--- src/rtl/gnss_binary_frame_parser_top_macros.svh ---
// ----------------------------------------------------------------------------
// gnss_binary_frame_parser_top_macros.svh
// Assertion macros for the binary frame parser; empty in synthesis builds.
// ----------------------------------------------------------------------------
`ifndef GNSS_BINARY_FRAME_PARSER_TOP_MACROS_SVH
`define GNSS_BINARY_FRAME_PARSER_TOP_MACROS_SVH

`ifndef SYNTHESIS

// Same-cycle implication, disabled during reset
`define GFP_ASSERT_NOW(label, clk, rst_n, ante, cons, msg) \
    label: assert property (@(posedge clk) disable iff (!rst_n) (ante) |-> (cons)) \
        else $error(msg);

// Next-cycle implication, disabled during reset
`define GFP_ASSERT_NEXT(label, clk, rst_n, ante, cons, msg) \
    label: assert property (@(posedge clk) disable iff (!rst_n) (ante) |=> (cons)) \
        else $error(msg);

`else

`define GFP_ASSERT_NOW(label, clk, rst_n, ante, cons, msg)
`define GFP_ASSERT_NEXT(label, clk, rst_n, ante, cons, msg)

`endif

`endif

--- src/rtl/gfp_pkg.sv ---
// ----------------------------------------------------------------------------
// gfp_pkg
// Types, codes and helpers for the binary GNSS frame parser.
// ----------------------------------------------------------------------------
package gfp_pkg;

    // Sync pair that opens every frame
    localparam logic [7:0] SYNC_FIRST  = 8'hB5;
    localparam logic [7:0] SYNC_SECOND = 8'h62;

    // Register map (index = byte address / 4)
    localparam int unsigned REG_MAX_PAYLOAD_LENGTH = 0;
    localparam logic [15:0] MAX_PAYLOAD_LENGTH_RESET = 16'd1024;

    // Parser phase
    typedef enum logic [3:0] {
        PH_SYNC1    = 4'd0,
        PH_SYNC2    = 4'd1,
        PH_CLASS    = 4'd2,
        PH_ID       = 4'd3,
        PH_LEN_LO   = 4'd4,
        PH_LEN_HI   = 4'd5,
        PH_PAYLOAD  = 4'd6,
        PH_CHECK_A  = 4'd7,
        PH_CHECK_B  = 4'd8
    } phase_t;

    // Message kind codes
    typedef enum logic [2:0] {
        KIND_OTHER   = 3'd0,
        KIND_ACK     = 3'd1,
        KIND_NACK    = 3'd2,
        KIND_VERSION = 3'd3,
        KIND_NAV_ST  = 3'd4,
        KIND_UTC     = 3'd5
    } kind_t;

    // Class / id pairs
    localparam logic [15:0] TYPE_ACK     = 16'h0501;
    localparam logic [15:0] TYPE_NACK    = 16'h0500;
    localparam logic [15:0] TYPE_VERSION = 16'h0A04;
    localparam logic [15:0] TYPE_NAV_ST  = 16'h0103;
    localparam logic [15:0] TYPE_UTC     = 16'h0121;

    // Map class and id to a message kind
    function automatic kind_t decode_kind(input logic [15:0] frame_type);
        kind_t k;
        k = KIND_OTHER;
        unique case (frame_type)
            TYPE_ACK:     k = KIND_ACK;
            TYPE_NACK:    k = KIND_NACK;
            TYPE_VERSION: k = KIND_VERSION;
            TYPE_NAV_ST:  k = KIND_NAV_ST;
            TYPE_UTC:     k = KIND_UTC;
            default:      k = KIND_OTHER;
        endcase
        return k;
    endfunction

endpackage

--- src/rtl/gnss_binary_frame_parser_top.sv ---
// ----------------------------------------------------------------------------
// gnss_binary_frame_parser_top
// Byte-wide frame parser: sync hunt, header, payload capture, Fletcher check
// and decode of ack/nack/version/nav status/UTC time frames.
// ----------------------------------------------------------------------------
//  Channel   Signals                              Beat
//  -------   ----------------------------------   ---------------------------
//  input     in_valid / in_ready / rx_byte        one received byte
//  output    out_valid / out_ready / 12 fields    one decoded frame
//  config    APB psel/penable/pwrite/paddr/...    max_payload_length @ 0x0
//
//  One byte per cycle; each byte updates the phase, sums and capture in the
//  cycle it is accepted. The result is registered on the second check byte
//  and shows in the next cycle. Only a second check byte waits while a result
//  is still held; every other byte passes freely. Reset (async, rst_n low)
//  returns to the sync hunt and sets max_payload_length to 1024.
// ----------------------------------------------------------------------------
`include "gnss_binary_frame_parser_top_macros.svh"

module gnss_binary_frame_parser_top
    import gfp_pkg::*;
#(
    parameter int CAPTURE_BYTES = 20
) (
    input  logic               clk,
    input  logic               rst_n,

    // Byte input
    input  logic               in_valid,
    output logic               in_ready,
    input  logic [7:0]         rx_byte,

    // Decoded frame output
    output logic               out_valid,
    input  logic               out_ready,
    output logic [15:0]        message_type,
    output logic [2:0]         kind,
    output logic [31:0]        time_of_week,
    output logic [31:0]        accuracy,
    output logic signed [31:0] nanosecond,
    output logic [15:0]        year,
    output logic [7:0]         month,
    output logic [7:0]         day,
    output logic [23:0]        clock_hms,
    output logic [3:0]         valid_flags,
    output logic [7:0]         fix_type,
    output logic               checksum_ok,

    // Configuration port
    input  logic               psel,
    input  logic               penable,
    input  logic               pwrite,
    input  logic [2:0]         paddr,
    input  logic [31:0]        pwdata,
    output logic [31:0]        prdata,
    output logic               pready
);

    localparam int CAP_IDX_W = $clog2(CAPTURE_BYTES);

    // ------------------------------------------------------------------
    // State
    // ------------------------------------------------------------------
    phase_t      phase_reg, phase_next;
    logic [15:0] frame_length_reg, frame_length_next;
    logic [15:0] payload_index_reg, payload_index_next;
    logic [15:0] frame_type_reg, frame_type_next;
    logic [7:0]  sum_a_reg, sum_a_next;
    logic [7:0]  sum_b_reg, sum_b_next;
    logic [7:0]  check_a_reg, check_a_next;
    logic [15:0] max_len_reg;
    logic [7:0]  capture_reg [CAPTURE_BYTES];

    // Result register
    logic        out_valid_reg, out_valid_next;
    logic [15:0] res_type_reg;
    kind_t       res_kind_reg;
    logic [31:0] res_tow_reg;
    logic [31:0] res_acc_reg;
    logic [31:0] res_nano_reg;
    logic [15:0] res_year_reg;
    logic [7:0]  res_month_reg;
    logic [7:0]  res_day_reg;
    logic [23:0] res_hms_reg;
    logic [3:0]  res_flags_reg;
    logic [7:0]  res_fix_reg;
    logic        res_ok_reg;

    logic        in_accept;
    logic        result_load;
    logic        cfg_write;
    logic [15:0] payload_index_inc;
    logic [15:0] length_full;
    logic [7:0]  sum_a_add;
    logic        cap_write;
    kind_t       kind_dec;

    // ------------------------------------------------------------------
    // Handshakes
    // ------------------------------------------------------------------
    // Stall only a second check byte while the held result is not taken
    assign in_ready    = !out_valid_reg || out_ready || (phase_reg != PH_CHECK_B);
    assign in_accept   = in_valid && in_ready;
    assign result_load = in_accept && (phase_reg == PH_CHECK_B);

    assign out_valid_next = result_load ? 1'b1 :
                            (out_ready ? 1'b0 : out_valid_reg);

    // ------------------------------------------------------------------
    // Configuration register
    // ------------------------------------------------------------------
    assign pready    = 1'b1;
    assign cfg_write = psel && penable && pwrite && pready &&
                       (paddr[2] == 1'(REG_MAX_PAYLOAD_LENGTH));
    assign prdata    = (paddr[2] == 1'(REG_MAX_PAYLOAD_LENGTH)) ?
                       {16'd0, max_len_reg} : 32'd0;

    always_ff @(posedge clk or negedge rst_n)
    begin
        if (!rst_n)
        begin
            max_len_reg <= MAX_PAYLOAD_LENGTH_RESET;
        end
        else if (cfg_write)
        begin
            max_len_reg <= pwdata[15:0];
        end
    end

    // ------------------------------------------------------------------
    // Phase sequencing
    // ------------------------------------------------------------------
    assign payload_index_inc = payload_index_reg + 16'd1;
    assign length_full       = {rx_byte, frame_length_reg[7:0]};

    always_comb
    begin
        phase_next = phase_reg;
        if (in_accept)
        begin
            unique case (phase_reg)
                PH_SYNC1:   phase_next = (rx_byte == SYNC_FIRST) ? PH_SYNC2 : PH_SYNC1;
                PH_SYNC2:   phase_next = (rx_byte == SYNC_SECOND) ? PH_CLASS : PH_SYNC1;
                PH_CLASS:   phase_next = PH_ID;
                PH_ID:      phase_next = PH_LEN_LO;
                PH_LEN_LO:  phase_next = PH_LEN_HI;
                PH_LEN_HI:
                begin
                    // Zero length skips the payload; oversize drops the frame
                    if (length_full == 16'd0)
                        phase_next = PH_CHECK_A;
                    else if (length_full > max_len_reg)
                        phase_next = PH_SYNC1;
                    else
                        phase_next = PH_PAYLOAD;
                end
                PH_PAYLOAD: phase_next = (payload_index_inc == frame_length_reg) ?
                                         PH_CHECK_A : PH_PAYLOAD;
                PH_CHECK_A: phase_next = PH_CHECK_B;
                PH_CHECK_B: phase_next = PH_SYNC1;
                default:    phase_next = PH_SYNC1;
            endcase
        end
    end

    // ------------------------------------------------------------------
    // Header, index and checksum updates
    // ------------------------------------------------------------------
    assign sum_a_add = sum_a_reg + rx_byte;

    always_comb
    begin
        frame_length_next  = frame_length_reg;
        payload_index_next = payload_index_reg;
        frame_type_next    = frame_type_reg;
        sum_a_next         = sum_a_reg;
        sum_b_next         = sum_b_reg;
        check_a_next       = check_a_reg;
        if (in_accept)
        begin
            unique case (phase_reg)
                PH_SYNC1, PH_SYNC2: ;
                PH_CLASS:
                begin
                    // Restart the sums at the class byte
                    sum_a_next      = rx_byte;
                    sum_b_next      = rx_byte;
                    frame_type_next = {rx_byte, 8'd0};
                end
                PH_ID:
                begin
                    sum_a_next      = sum_a_add;
                    sum_b_next      = sum_b_reg + sum_a_add;
                    frame_type_next = {frame_type_reg[15:8], rx_byte};
                end
                PH_LEN_LO:
                begin
                    sum_a_next        = sum_a_add;
                    sum_b_next        = sum_b_reg + sum_a_add;
                    frame_length_next = {8'd0, rx_byte};
                end
                PH_LEN_HI:
                begin
                    sum_a_next         = sum_a_add;
                    sum_b_next         = sum_b_reg + sum_a_add;
                    frame_length_next  = length_full;
                    payload_index_next = 16'd0;
                end
                PH_PAYLOAD:
                begin
                    sum_a_next         = sum_a_add;
                    sum_b_next         = sum_b_reg + sum_a_add;
                    payload_index_next = (payload_index_inc == frame_length_reg) ?
                                         16'd0 : payload_index_inc;
                end
                PH_CHECK_A: check_a_next = rx_byte;
                PH_CHECK_B: payload_index_next = 16'd0;
                default:    payload_index_next = 16'd0;
            endcase
        end
    end

    always_ff @(posedge clk or negedge rst_n)
    begin
        if (!rst_n)
        begin
            phase_reg         <= PH_SYNC1;
            frame_length_reg  <= 16'd0;
            payload_index_reg <= 16'd0;
            frame_type_reg    <= 16'd0;
            sum_a_reg         <= 8'd0;
            sum_b_reg         <= 8'd0;
            check_a_reg       <= 8'd0;
            out_valid_reg     <= 1'b0;
        end
        else
        begin
            phase_reg         <= phase_next;
            frame_length_reg  <= frame_length_next;
            payload_index_reg <= payload_index_next;
            frame_type_reg    <= frame_type_next;
            sum_a_reg         <= sum_a_next;
            sum_b_reg         <= sum_b_next;
            check_a_reg       <= check_a_next;
            out_valid_reg     <= out_valid_next;
        end
    end

    // ------------------------------------------------------------------
    // Payload capture: clear on first sync byte, store leading bytes
    // ------------------------------------------------------------------
    assign cap_write = in_accept && (phase_reg == PH_PAYLOAD) &&
                       (payload_index_reg < 16'(CAPTURE_BYTES));

    always_ff @(posedge clk)
    begin
        if (in_accept && (phase_reg == PH_SYNC1) && (rx_byte == SYNC_FIRST))
        begin
            for (int i = 0; i < CAPTURE_BYTES; i++)
                capture_reg[i] <= 8'd0;
        end
        else if (cap_write)
        begin
            capture_reg[payload_index_reg[CAP_IDX_W-1:0]] <= rx_byte;
        end
    end

    // ------------------------------------------------------------------
    // Result decode, loaded on the second check byte
    // ------------------------------------------------------------------
    assign kind_dec = decode_kind(frame_type_reg);

    always_ff @(posedge clk)
    begin
        if (result_load)
        begin
            res_type_reg  <= frame_type_reg;
            res_kind_reg  <= kind_dec;
            res_ok_reg    <= (check_a_reg == sum_a_reg) && (rx_byte == sum_b_reg);
            res_tow_reg   <= 32'd0;
            res_acc_reg   <= 32'd0;
            res_nano_reg  <= 32'd0;
            res_year_reg  <= 16'd0;
            res_month_reg <= 8'd0;
            res_day_reg   <= 8'd0;
            res_hms_reg   <= 24'd0;
            res_flags_reg <= 4'd0;
            res_fix_reg   <= 8'd0;
            if (kind_dec == KIND_NAV_ST)
            begin
                res_tow_reg   <= {capture_reg[3], capture_reg[2],
                                  capture_reg[1], capture_reg[0]};
                res_fix_reg   <= capture_reg[4];
                res_flags_reg <= capture_reg[5][3:0];
            end
            else if (kind_dec == KIND_UTC)
            begin
                res_tow_reg   <= {capture_reg[3], capture_reg[2],
                                  capture_reg[1], capture_reg[0]};
                res_acc_reg   <= {capture_reg[7], capture_reg[6],
                                  capture_reg[5], capture_reg[4]};
                res_nano_reg  <= {capture_reg[11], capture_reg[10],
                                  capture_reg[9], capture_reg[8]};
                res_year_reg  <= {capture_reg[13], capture_reg[12]};
                res_month_reg <= capture_reg[14];
                res_day_reg   <= capture_reg[15];
                res_hms_reg   <= {capture_reg[16], capture_reg[17], capture_reg[18]};
                res_flags_reg <= {1'b0, capture_reg[19][2:0]};
            end
        end
    end

    // ------------------------------------------------------------------
    // Outputs
    // ------------------------------------------------------------------
    assign out_valid    = out_valid_reg;
    assign message_type = res_type_reg;
    assign kind         = res_kind_reg;
    assign time_of_week = res_tow_reg;
    assign accuracy     = res_acc_reg;
    assign nanosecond   = res_nano_reg;
    assign year         = res_year_reg;
    assign month        = res_month_reg;
    assign day          = res_day_reg;
    assign clock_hms    = res_hms_reg;
    assign valid_flags  = res_flags_reg;
    assign fix_type     = res_fix_reg;
    assign checksum_ok  = res_ok_reg;

    // ------------------------------------------------------------------
    // Assertions
    // ------------------------------------------------------------------
    `GFP_ASSERT_NOW(a_hold_check_b, clk, rst_n, out_valid_reg && !out_ready && (phase_reg == PH_CHECK_B), !in_ready, "second check byte taken over a held result")
    `GFP_ASSERT_NEXT(a_result_follows, clk, rst_n, result_load, out_valid_reg && (phase_reg == PH_SYNC1), "no result after second check byte")
    `GFP_ASSERT_NOW(a_index_in_range, clk, rst_n, phase_reg == PH_PAYLOAD, payload_index_reg < frame_length_reg, "payload index past frame length")
    `GFP_ASSERT_NEXT(a_payload_end, clk, rst_n, in_accept && (phase_reg == PH_PAYLOAD) && (payload_index_inc == frame_length_reg), (phase_reg == PH_CHECK_A) && (payload_index_reg == 16'd0), "payload end missed")

endmodule
--- config.mk ---
export PLATFORM = sky130hd
export DESIGN_NAME = gnss_binary_frame_parser_top
export DESIGN_NICKNAME = d
export VERILOG_FILES = /design/src/rtl/gfp_pkg.sv /design/src/rtl/gnss_binary_frame_parser_top.sv
export VERILOG_INCLUDE_DIRS = /design/src /design/src/rtl
export SDC_FILE = /design/constraint.sdc
export NUM_CORES = 1
export LEC_CHECK = 0
export ABC_AREA = 0
export BUFFER_PORTS_ARGS = -buffer_cell sky130_fd_sc_hd__buf_2
export CORE_UTILIZATION = 58
export CTS_CLUSTER_DIAMETER = 100
export CTS_CLUSTER_SIZE = 16
export DETAILED_ROUTE_END_ITERATION = 6
export PLACE_DENSITY = 0.77
export SYNTH_ARGS = -nofsm -noshare
export SYNTH_HDL_FRONTEND = slang
export SYNTH_SLANG_ARGS = --single-unit
export TNS_END_PERCENT = 1
--- constraint.sdc ---
create_clock -name clk -period 15.9 [get_ports clk]
set_clock_uncertainty 0.05 [all_clocks]
set_input_delay 0.795 -clock clk [delete_from_list [all_inputs] [get_ports clk]]
set_output_delay 0.795 -clock clk [all_outputs]
set_load 0.005 [all_outputs]
==> impl_metrics.ini <==
[critical_path]
path_max_fanout = 31
start_kind = input port
critical_path_arrival_ps = 4110
cp_top_family = adder cells
regToRegStartpoint = phase_reg[3]
slowest_stage = buf_2
worstSetupPathType = in2reg
crit_chain = buf_2 > ha_1 > fa_1 > a21o_1 > a21oi_1 > xnor2_1 > ha_1 > nand2_1 > o21ai_0 > nor4_1 > nor3_1 > xnor2_1 > a31oi_1 > a2bb2oi_1
reg2reg_depth = 7
worst_r2r_endpoint = capture_reg[0][3]
required_ps = 16330
max_stage_delay_ps = 400
critPathBufInv = 1
r2r_slack_ps = 12400
cp-end-kind = flop

[outcome]
status = complete, no violations

[final_layout]
layout.nets = 1692
syn_to_final_growth_pct = 12.0
drive_above_1_share_pct = 19.8
fin_util_pct = 66.1
final_cell_mix = 339 x edfxtp_1, 322 x and2_1, 232 x buf_2
largest_reg_flops = 155
final_common_cell = edfxtp_1

[route]
dr.pass1.iters = 5
wl_per_cell_um = 18.1
drtIter0Drc = 823
viasPerCell = 5.49
remaining_drc_errors = 0
drt.antenna.violating_nets = 0
wirelength_um = 36900
num_vias = 11100

[synth]
synth_ff_type = edfxtp_1
synth_top_cell_area_share_pct = 54.7
synth_largest_area_cell = edfxtp_1
synth_warnings = 0
syn_area_um2 = 18600
synth-edff-count = 339
async_reset_ff_share_pct = 21.5
synth_seq_cells = 432
syn_area_per_cell_um2 = 13.2
synth_area_leaders = edfxtp_1 55%, dfrtp_1 12%, and2_1 11%
ys_types = 59
syn_inst = 1409
yosysSeqAreaShare_pct = 67.2

[sta]
setup_tns_ps = 0
rsz0062_at_grt = false
hold_viol_final = 0
setup_viol = 0
worst_slew_pin_slew_ps = 1130
fmax_mhz = 271
min_period_ps = 3690
final_max_slew_viol_count = 0
fin_crit_sh_pct = 23.2
relSlewSlack_pct = 23.8

[clock_network]
cts_buffers = 30
hold_buffers = 0
h-tree-depth = 1
cts_buffer_depth = 3
cts_setup_buffers = 0
clk_pin_slew_ps = 70
clk_latency_ps = 560
post_cts_resize_count = 0
clkSinkCount = 432
root_buffer = clkbuf_16
tritoncts = yes

[die]
fp.dieH_um = 181
ios = 269
die_width_um = 181
die_area_um2 = 32800
rows = 65
start_util_pct = 59.0
core_um2 = 31600

[place]
dpl.hpwl_um = 23400
port_buffers = 233
gp_congestion = 0.848

[global_route]
antenna_found_initial = 0
grt_usage_pct = 22.6
grt_pass1_wl_um = 58300
grt_max_degree = 185
grt-ovfl-total = 0
grt_pass1_vias = 10800

[hold_path]
hp-class = in2async

[job]
cap_violations = 0

[power_and_ir_drop]
p_per_area_nw_per_um2 = 130
leakage_nw = 8.24
ir_drop_uv = 81.0
worst max path at each step:
| stage | startpoint | to | slack [ps] | depth (start not counted) |
|---|---|---|---|---|
| 6_report | rx_byte[0] | sum_b_reg[7] | 12210 | 14 |
| 3_5_place_dp | rx_byte[0] | sum_b_reg[7] | 11700 | 14 |
| 4_1_cts | rx_byte[0] | sum_b_reg[7] | 12260 | 14 |
| 5_1_grt | phase_reg[3] | capture_reg[0][1] | 12020 | 7 |
| 3_3_place_gp | rx_byte[0] | sum_b_reg[7] | 11790 | 14 |
| 2_1_floorplan | out_ready | accuracy[0] | 6470 | 3 |
power by group:
group	internal [mW]	total (mW)	leakage [nW]	switching, mW
registers	1.30	1.40	4.47	0.0980
clock network	0.365	0.719	0.410	0.354
logic	0.272	0.589	3.36	0.318
total	1.94	2.71	8.24	0.770
worst reg2reg max path, delay by kind of cell (launching register included):
family | cells | cell delay [ps]
AOI/OAI and AO/OA | 1 | 930
and+or+nand+nor | 6 | 1660
DFF | 1 | 470
metal layers:
metal  GRT usage [%]  wire length, um  vias up
li1                -                -     5270
met1            31.5            16100     5420
met2            37.8            17800      397
met3            3.08             2110       61
met4            5.93              809        0
met5               0                0        -
stage by stage:
step	instances	worst slack (ps)	hold WS [ps]	area, um^2	power [mW]
floorplan	1424	6470	393	18700	1.87
global placement	1976	11790	419	20000	1.98
detailed placement	1976	11700	415	20000	2.01
CTS	2031	12260	27.1	20900	2.72
global route	2031	12020	40.7	20900	2.86
finish	2032	12210	43.8	20900	2.71
cells in the mapped netlist (all sizes together), types with 3 or more instances:
| cell | instances |
|---|---|
| a22o | 13 |
| a21o | 12 |
| dfrtp | 92 |
| and3 | 3 |
| o21ai | 57 |
| and2 | 322 |
| nand2 | 86 |
| xor2 | 16 |
| ha | 34 |
| a21oi | 42 |
| nand3 | 17 |
| or2 | 6 |
| edfxtp | 339 |
| mux2i | 12 |
| mux2 | 33 |
| nor3 | 9 |
| or3 | 5 |
| nor4 | 11 |
| or4 | 3 |
| clkbuf | 60 |
| nor2 | 65 |
| a31oi | 5 |
| buf | 31 |
| nand3b | 4 |
| and4 | 4 |
| nor2b | 4 |
| nand4 | 17 |
| inv | 30 |
| xnor2 | 44 |
logic make-up (layout without fill, tap and decap cells):
logic type | Yosys count | count (layout) | share of synthesized area, %
flops | 432 | 432 | 67.2
buf+inv | 121 | 326 | 2.99
fa+ha+maj | 36 | 36 | 2.50
other cells | 2 | 18 | 0.0403
mux | 45 | 45 | 2.64
compound gates | 148 | 148 | 4.75
xor+xnor | 60 | 60 | 2.82
simple gates | 565 | 565 | 17.1
final cells by class:
cell class | count | area [um^2]
Inverter | 30 | 113
Fill cell | 2303 | 10700
Antenna cell | 1 | 2.50
Tap cell | 402 | 503
Multi-Input combinational cell | 871 | 5630
Timing Repair Buffer | 241 | 1240
Sequential cell | 432 | 12500
Clock buffer | 55 | 866
Note: power is estimated with default switching activity, not from simulation.
